==> src/hw/rtl/ardec_pkg.sv <==
`timescale 1ns / 1ps
// Shared types, constants and the per-field parse function for the ASCII record decoder.
// No dependencies; used by all ardec_* modules and the top level.
package ardec_pkg;

  typedef logic [7:0] char_t;

  localparam int unsigned FIELD_LEN    = 3;
  localparam int unsigned FIELD_COUNT  = 4;
  localparam int unsigned DECODE_SLOTS = FIELD_LEN * FIELD_COUNT;
  localparam int unsigned VAL_W        = 11;

  localparam char_t CR_CODE    = 8'd13;
  localparam char_t SPACE_CODE = 8'd32;
  localparam char_t TAB_CODE   = 8'd9;
  localparam char_t PLUS_CODE  = 8'd43;
  localparam char_t MINUS_CODE = 8'd45;
  localparam char_t ZERO_CODE  = 8'd48;
  localparam char_t NINE_CODE  = 8'd57;

  typedef logic signed [VAL_W-1:0] field_val_t;

  // Write request into the character buffer.
  typedef struct packed {
    logic  en;
    logic  is_cr;
    char_t data;
  } buf_wr_t;

  typedef enum logic [1:0] {
    PH_LEAD,
    PH_DIGITS,
    PH_DONE
  } parse_phase_t;

  function automatic logic is_blank(input char_t c);
    return (c == SPACE_CODE) || ((c >= TAB_CODE) && (c <= CR_CODE));
  endfunction

  function automatic logic is_digit(input char_t c);
    return (c >= ZERO_CODE) && (c <= NINE_CODE);
  endfunction

  // Parse up to three characters: skip blanks, optional sign, then digits.
  function automatic field_val_t parse_field(input char_t c [FIELD_LEN]);
    parse_phase_t ph;
    logic         neg;
    logic [9:0]   val;
    logic [3:0]   dig;
    ph  = PH_LEAD;
    neg = 1'b0;
    val = '0;
    for (int k = 0; k < FIELD_LEN; k++) begin
      dig = c[k][3:0];
      unique case (ph)
        PH_LEAD: begin
          if (is_blank(c[k])) begin
            ph = PH_LEAD;
          end else if (c[k] == PLUS_CODE || c[k] == MINUS_CODE) begin
            neg = (c[k] == MINUS_CODE);
            ph  = PH_DIGITS;
          end else if (is_digit(c[k])) begin
            val = {6'd0, dig};
            ph  = PH_DIGITS;
          end else begin
            ph = PH_DONE;
          end
        end
        PH_DIGITS: begin
          if (is_digit(c[k])) begin
            val = 10'({val, 3'b000} + {val, 1'b0} + {6'd0, dig});
          end else begin
            ph = PH_DONE;
          end
        end
        default: begin
          ph = PH_DONE;
        end
      endcase
    end
    return neg ? -$signed({1'b0, val}) : $signed({1'b0, val});
  endfunction

endpackage

==> src/hw/rtl/ardec_char_buffer.sv <==
`timescale 1ns / 1ps
// Character buffer and circular write position for the ASCII record decoder.
// Depends on ardec_pkg. Only the decoded slots are stored; higher slots only move the position.
module ardec_char_buffer #(
  parameter int LAST_SLOT = 15
) (
  input  logic                  clk,
  input  logic                  rst_n,
  input  ardec_pkg::buf_wr_t    wr,
  output ardec_pkg::char_t      slots [ardec_pkg::DECODE_SLOTS]
);

  localparam int POS_W = $clog2(LAST_SLOT + 1);

  logic [POS_W-1:0]  pos_r, pos_nxt;
  ardec_pkg::char_t  slot_r [ardec_pkg::DECODE_SLOTS];
  ardec_pkg::char_t  wr_data;

  // CR stores a terminating zero at the current position.
  assign wr_data = wr.is_cr ? '0 : wr.data;

  always_comb begin
    if (wr.is_cr || pos_r == POS_W'(LAST_SLOT)) begin
      pos_nxt = '0;
    end else begin
      pos_nxt = pos_r + POS_W'(1);
    end
  end

  always_ff @(posedge clk) begin
    if (!rst_n) begin
      pos_r <= '0;
      for (int j = 0; j < ardec_pkg::DECODE_SLOTS; j++) begin
        slot_r[j] <= '0;
      end
    end else if (wr.en) begin
      pos_r <= pos_nxt;
      for (int j = 0; j < ardec_pkg::DECODE_SLOTS; j++) begin
        if (pos_r == POS_W'(j)) begin
          slot_r[j] <= wr_data;
        end
      end
    end
  end

  assign slots = slot_r;

endmodule

==> src/hw/rtl/ardec_field_parser.sv <==
`timescale 1ns / 1ps
// Combinational parser for one three-character signed decimal field.
// Depends on ardec_pkg (parse_field).
module ardec_field_parser (
  input  ardec_pkg::char_t     chars [ardec_pkg::FIELD_LEN],
  output ardec_pkg::field_val_t value
);

  assign value = ardec_pkg::parse_field(chars);

endmodule

==> src/hw/rtl/ascii_record_field_decoder.sv <==
`timescale 1ns / 1ps
// Top level of the ASCII record field decoder: handshake control, buffer, four field
// parsers and the result register. Depends on ardec_pkg, ardec_char_buffer, ardec_field_parser.
//
//   channel | direction | handshake           | payload
//   --------+-----------+---------------------+--------------------------------------------
//   in_     | input     | in_valid / in_stall | in_rx_byte[7:0]
//   out_    | output    | out_valid/out_stall | out_record_done, out_ball_angle,
//           |           |                     | out_ball_distance, out_goal_angle,
//           |           |                     | out_goal_distance (11-bit signed each)
//
// One byte per cycle sustained while the result register is not stalled.
// The buffer update happens at the input transfer; the parse of slots 0-11 then runs
// from the buffer registers into the result register once that register is free.
// Reset (rst_n low, synchronous) clears the buffer, write position and both valid flags.
// in_stall rises only when a byte waits in the parse stage and the result register is
// full and stalled; the buffer must not change before that byte is parsed.
module ascii_record_field_decoder #(
  parameter int LAST_SLOT = 15
) (
  input  logic                        clk,
  input  logic                        rst_n,
  input  logic                        in_valid,
  output logic                        in_stall,
  input  logic [7:0]                  in_rx_byte,
  output logic                        out_valid,
  input  logic                        out_stall,
  output logic                        out_record_done,
  output logic signed [10:0]          out_ball_angle,
  output logic signed [10:0]          out_ball_distance,
  output logic signed [10:0]          out_goal_angle,
  output logic signed [10:0]          out_goal_distance
);

  localparam int FL = ardec_pkg::FIELD_LEN;

  ardec_pkg::buf_wr_t     buf_wr;
  ardec_pkg::char_t       slots [ardec_pkg::DECODE_SLOTS];
  ardec_pkg::field_val_t  fld_val [ardec_pkg::FIELD_COUNT];
  ardec_pkg::field_val_t  fld_sel [ardec_pkg::FIELD_COUNT];

  // Parse stage: the buffer already reflects this byte; only the CR flag travels.
  logic a_valid_r;
  logic a_cr_r;

  // Result register.
  logic                  out_valid_r;
  logic                  done_r;
  ardec_pkg::field_val_t fld_r [ardec_pkg::FIELD_COUNT];

  logic in_xfer;
  logic out_free;
  logic a_advance;
  logic rx_is_cr;

  // Output register can load when empty or when its transfer completes this cycle.
  assign out_free  = !out_valid_r || !out_stall;
  assign a_advance = a_valid_r && out_free;
  // Hold the input only while the parse stage is blocked.
  assign in_stall  = a_valid_r && !out_free;
  assign in_xfer   = in_valid && !in_stall;
  assign rx_is_cr  = (in_rx_byte == ardec_pkg::CR_CODE);

  // Write the byte (or the CR terminator) into the buffer on every input transfer.
  always_comb begin
    buf_wr.en    = in_xfer;
    buf_wr.is_cr = rx_is_cr;
    buf_wr.data  = in_rx_byte;
  end

  ardec_char_buffer #(
    .LAST_SLOT (LAST_SLOT)
  ) u_buffer (
    .clk   (clk),
    .rst_n (rst_n),
    .wr    (buf_wr),
    .slots (slots)
  );

  // Four parsers, each on its own fixed three-slot window.
  for (genvar f = 0; f < ardec_pkg::FIELD_COUNT; f++) begin : g_field
    ardec_pkg::char_t win [FL];
    for (genvar k = 0; k < FL; k++) begin : g_char
      assign win[k] = slots[f*FL + k];
    end
    ardec_field_parser u_parser (
      .chars (win),
      .value (fld_val[f])
    );
    // Drop the parsed value to zero for non-CR bytes.
    assign fld_sel[f] = a_cr_r ? fld_val[f] : '0;
  end

  // Advance the parse stage on input transfer; drain it into the result register.
  always_ff @(posedge clk) begin
    if (!rst_n) begin
      a_valid_r <= 1'b0;
    end else if (in_xfer) begin
      a_valid_r <= 1'b1;
    end else if (a_advance) begin
      a_valid_r <= 1'b0;
    end
  end

  always_ff @(posedge clk) begin
    if (in_xfer) begin
      a_cr_r <= rx_is_cr;
    end
  end

  always_ff @(posedge clk) begin
    if (!rst_n) begin
      out_valid_r <= 1'b0;
    end else if (a_advance) begin
      out_valid_r <= 1'b1;
    end else if (!out_stall) begin
      out_valid_r <= 1'b0;
    end
  end

  always_ff @(posedge clk) begin
    if (a_advance) begin
      done_r <= a_cr_r;
      fld_r  <= fld_sel;
    end
  end

  assign out_valid         = out_valid_r;
  assign out_record_done   = done_r;
  assign out_ball_angle    = fld_r[0];
  assign out_ball_distance = fld_r[1];
  assign out_goal_angle    = fld_r[2];
  assign out_goal_distance = fld_r[3];

  // A stall on the input side only ever comes from a blocked parse stage.
  a_stall_src: assert property (@(posedge clk) disable iff (!rst_n)
    in_stall |-> a_valid_r)
    else $error("in_stall raised with empty parse stage");

  // A CR transfer must reach the parse stage flagged as a record end.
  a_cr_track: assert property (@(posedge clk) disable iff (!rst_n)
    (in_valid && !in_stall && in_rx_byte == ardec_pkg::CR_CODE) |=> (a_valid_r && a_cr_r))
    else $error("CR transfer lost before parse stage");

  // A parse stage that is free to drain shows up as a valid result next cycle.
  a_drain: assert property (@(posedge clk) disable iff (!rst_n)
    (a_valid_r && !(out_valid_r && out_stall)) |=> out_valid_r)
    else $error("parse stage did not drain into result register");

  // Values are zero unless the result closes a record.
  a_zero_fields: assert property (@(posedge clk) disable iff (!rst_n)
    (out_valid_r && !out_record_done) |->
      (out_ball_angle == '0 && out_ball_distance == '0 &&
       out_goal_angle == '0 && out_goal_distance == '0))
    else $error("nonzero field on non-record result");

endmodule

==> config.mk <==
export PLATFORM = sky130hd
export DESIGN_NAME = ascii_record_field_decoder
export DESIGN_NICKNAME = d
export VERILOG_FILES = /design/src/hw/rtl/ardec_pkg.sv /design/src/hw/rtl/ardec_char_buffer.sv /design/src/hw/rtl/ardec_field_parser.sv /design/src/hw/rtl/ascii_record_field_decoder.sv
export SDC_FILE = /design/constraint.sdc
export NUM_CORES = 1
export LEC_CHECK = 0
export BUFFER_PORTS_ARGS = -buffer_cell sky130_fd_sc_hd__buf_4
export CORE_MARGIN = 3
export CORE_UTILIZATION = 48
export DETAILED_ROUTE_END_ITERATION = 8
export PLACE_DENSITY = 0.63
export SLEW_MARGIN = 0
export SYNTH_ARGS = -nofsm -noshare
export SYNTH_HDL_FRONTEND = slang
export SYNTH_SLANG_ARGS = --single-unit
export TNS_END_PERCENT = 100
==> constraint.sdc <==
create_clock -name clk -period 13.2 [get_ports clk]
set_clock_uncertainty 0.05 [all_clocks]
set_input_delay 1.98 -clock clk [delete_from_list [all_inputs] [get_ports clk]]
set_output_delay 1.98 -clock clk [all_outputs]
set_load 0.005 [all_outputs]
==> summary.md <==
| Metric | Value |
|---|---|
| Internal power | `0.767 mW` |
| Die Y | `163 um` |
| Ports | `59` |
| Initial DRC count | `795` |
| Pwr Total | `1.02 mW` |
| Min-delay src | `u_buffer.slots[29]` |
| Core Box Area | `0.0239 mm2` |
| Clk sinks | `148` |
| Gpl congestion | `0.893` |
| Global-route track usage on met2 | `0.367` |
| CP arrival | `5.77 ns` |
| Detail Route Antenna Nets | `0` |
| Worst Hold Path Cells | `2` |
| Placed Area | `0.0124 mm2` |
| Seq cells post-synth | `148` |
| Worst EP required | `13.33 ns` |
| Crit path time final | `5.65 ns` |
| RSZ-0062 raised after global routing | `false` |
| Dominant cell type by area after synthesis | `dfxtp_1` |
| Synth Instances | `1451` |
| # nets final | `1567` |
| Die Wd | `163 um` |
| Worst hold path type | `reg2reg` |
| Starting density of the core | `0.497` |
| H-tree depth | `4` |
| Num CTS Buffers | `17` |
| Clk pin slew, worst setup/hold paths | `0.07 ns` |
| Synth top area cells | `dfxtp_1 (17%), edfxtp_1 (12%), ha_1 (8.8%)` |
| CP endpoint kind | `register` |
| Root buf cell | `clkbuf_16` |
| Post-CTS Hold Buffers | `0` |
| Pre-CTS WS | `7.55 ns` |
| DRC viols | `0` |
| Die Area | `0.0267 mm2` |
| Worst-case reg-to-reg path depth | `19` |
| Netlist Area Pre-Place | `0.0119 mm2` |
| Slew HR | `0.168` |
| M3 GR Usage | `0.0297` |
| Status | `complete, no violations` |
| CTS tree | `yes` |
| Total congestion overflow | `0` |
| Clk buf depth | `2` |
| Hpwl dp | `21600 um` |
| Critical Path Source Type | `register` |
| TNS Setup | `0 ns` |
| Sequential fraction of the synthesis area | `0.288` |
| Clk pwr share | `0.459` |
| Vias in the first global route | `9805` |
| Vias per inst | `5.83` |
| Count of final max-slew check failures | `0` |
| Busiest layer in global routing | `met2` |
| Reg2Reg Launch Point | `u_buffer.slots[92]` |
| Final Hold Fails | `0` |
| Area fraction of the dominant cell type after synthesis | `0.172` |
| Postcts setup bufs | `0` |
| Setup WS post-layout | `7.55 ns` |
| Worst reg2reg endpoint | `out_ball_angle[10]` |
| Final instance count without filler cells | `1787` |
| Max Freq | `177 MHz` |
| Number of port buffers | `58` |
| Cells after DPL | `1755` |
| First drt pass iteration count | `7` |
| Fin crit share | `0.428` |
| Maximum fanout along the worst path | `9` |
| Top_reg_cell synth | `dfxtp_1` |
| Max_cap viols | `0` |
| Asr flop ratio synth | `0` |
| LEAKAGE | `4.86 nW` |
| Drt wl/cell | `16.4 um` |
| WL final | `29300 um` |
| Unique masters post-synth | `100` |
| Diodes inserted | `0` |
| Clk Latency, worst-skew pair | `0.43 ns` |
| Hold endpoint | `u_buffer.slots[29]` |
| GR Util met1 | `0.309` |
| Seq pwr share | `0.478` |
| Syn_nets | `1563` |
| Rows | `56` |
| Crit Path Category | `reg2reg` |
| Hold Slack | `0.414 ns` |
| Power Density | `78.5 mW/mm2` |
| Initial antenna violation count | `0` |
| Psw | `0.256 mW` |
| Worst-margin pin slew | `1.24 ns` |
| Share of cells above drive strength 1 | `0.0872` |
| Combinational group share of total power | `0.064` |
| Post-synth EDFFs | `46` |
| First-pass GRT wire length | `49000 um` |
| Final core occ | `0.545` |
| Largest net degree at the start of global routing | `100` |
| Sw Share | `0.250` |
| Yosys warning count | `0` |
| Via count | `10400` |
| Mean area per synthesized cell | `8.19 um2` |
| GR Util All Layers | `0.222` |
| P&R area growth vs syn | `9.56%` |
| Peak supply drop | `0.0964 mV` |
| Worst reg2reg setup slack | `7.55 ns` |
| Final Setup Violations | `0` |
| Post-route cell area | `0.0130 mm2` |
| Post_cts resized | `0` |
-- cell families (layout without fill, tap and decap cells) --
family	after synthesis	count (layout)	share of synthesized area
mux	17	17	0.0156
compound gates	375	375	0.214
flops	148	148	0.288
simple gates	604	604	0.264
fa+ha+maj	100	100	0.115
xor+xnor	70	70	0.0564
buf+inv	137	154	0.0464
-- registers in the layout, summed over array words and instances, names as in the netlist --
signal and count:
a_cr_r 1, a_valid_r 1, out_ball_angle 11, out_ball_distance 11
out_goal_angle 11, out_goal_distance 11, out_record_done 1, out_valid 1
u_buffer.pos_r 4, u_buffer.slots 96
-- layout by cell type (no fill, tap or decap), types with 23 or more instances in the layout --
cell	instances
and2_1	44
inv_1	56
a21oi_1	60
o21ai_0	92
nor2_1	117
nand2_1	173
dfxtp_1	102
edfxtp_1	46
xnor2_1	36
nor2b_1	23
ha_1	84
nand3_1	82
xor2_1	30
buf_4	64
a21boi_0	61
-- synth_stat cells, drive strengths merged, types with 14 or more instances --
| cell type | n |
|---|---|
| a211oi | 16 |
| mux2i | 15 |
| o21a | 16 |
| or3 | 15 |
| o21ai | 105 |
| nand3 | 82 |
| xor2 | 30 |
| nor3b | 22 |
| nor2b | 23 |
| a21oi | 60 |
| xnor2 | 36 |
| and3 | 14 |
| ha | 84 |
| nand2b | 15 |
| nand4 | 16 |
| nor2 | 117 |
| clkbuf | 69 |
| a21boi | 63 |
| nand2 | 173 |
| a31oi | 16 |
| and2 | 46 |
| fa | 16 |
| nor3 | 22 |
| inv | 56 |
| dfxtp | 102 |
| edfxtp | 46 |
-- worst max-delay path by stage --
stage | start | endpoint | slack [ns] | cells after the start
floorplan | out_stall | out_ball_angle[0] | 7.35 | 1
global placement | u_buffer.slots[92] | out_ball_angle[10] | 7.68 | 19
detailed placement | u_buffer.slots[92] | out_ball_angle[10] | 7.55 | 19
CTS | u_buffer.slots[92] | out_ball_angle[10] | 7.54 | 19
global route | u_buffer.slots[92] | out_ball_angle[10] | 6.90 | 19
finish | u_buffer.slots[92] | out_ball_angle[10] | 7.55 | 19
-- final cells by class --
cell class,instances,area [um2]
sequential,148,3420
multi-input combinational,1166,7930
clock buffer,20,478
fill,2264,10900
clock inverter,12,91.3
timing repair buffer,64,480
tap,319,399
inverter,58,218
-- worst max-delay path, stage by stage (launching register included) --
cell and delay (ns):
dfxtp_1 0.45, nand4bb_1 0.32, nor3_1 0.65, inv_1 0.14
fa_1 0.53, nor3_1 0.05, a21oi_1 0.15, o32ai_2 0.14
fa_1 0.56, inv_1 0.07, fa_1 0.45, nand2b_1 0.18
a21oi_1 0.19, a311o_1 0.18, o2bb2ai_1 0.07, o211ai_1 0.22
nand3_1 0.16, or3b_1 0.45, nor4b_1 0.31, nor2_1 0.08
-- power groups by stage --
stage	clock network [mW]	logic, mW	registers, mW
2_1_floorplan	0	0.0423	0.495
5_1_grt	0.502	0.0720	0.490
3_3_place_gp	0	0.0649	0.498
3_5_place_dp	0	0.0655	0.498
4_1_cts	0.479	0.0656	0.488
6_report	0.469	0.0651	0.488
-- metal layers --
| layer | vias to the layer above | wire (um) |
|---|---|---|
| met5 | - | 0 |
| met4 | 0 | 357 |
| met3 | 27 | 1210 |
| met2 | 231 | 13700 |
| met1 | 4908 | 14100 |
| li1 | 5256 | - |
(Power assumes the default switching activity.)
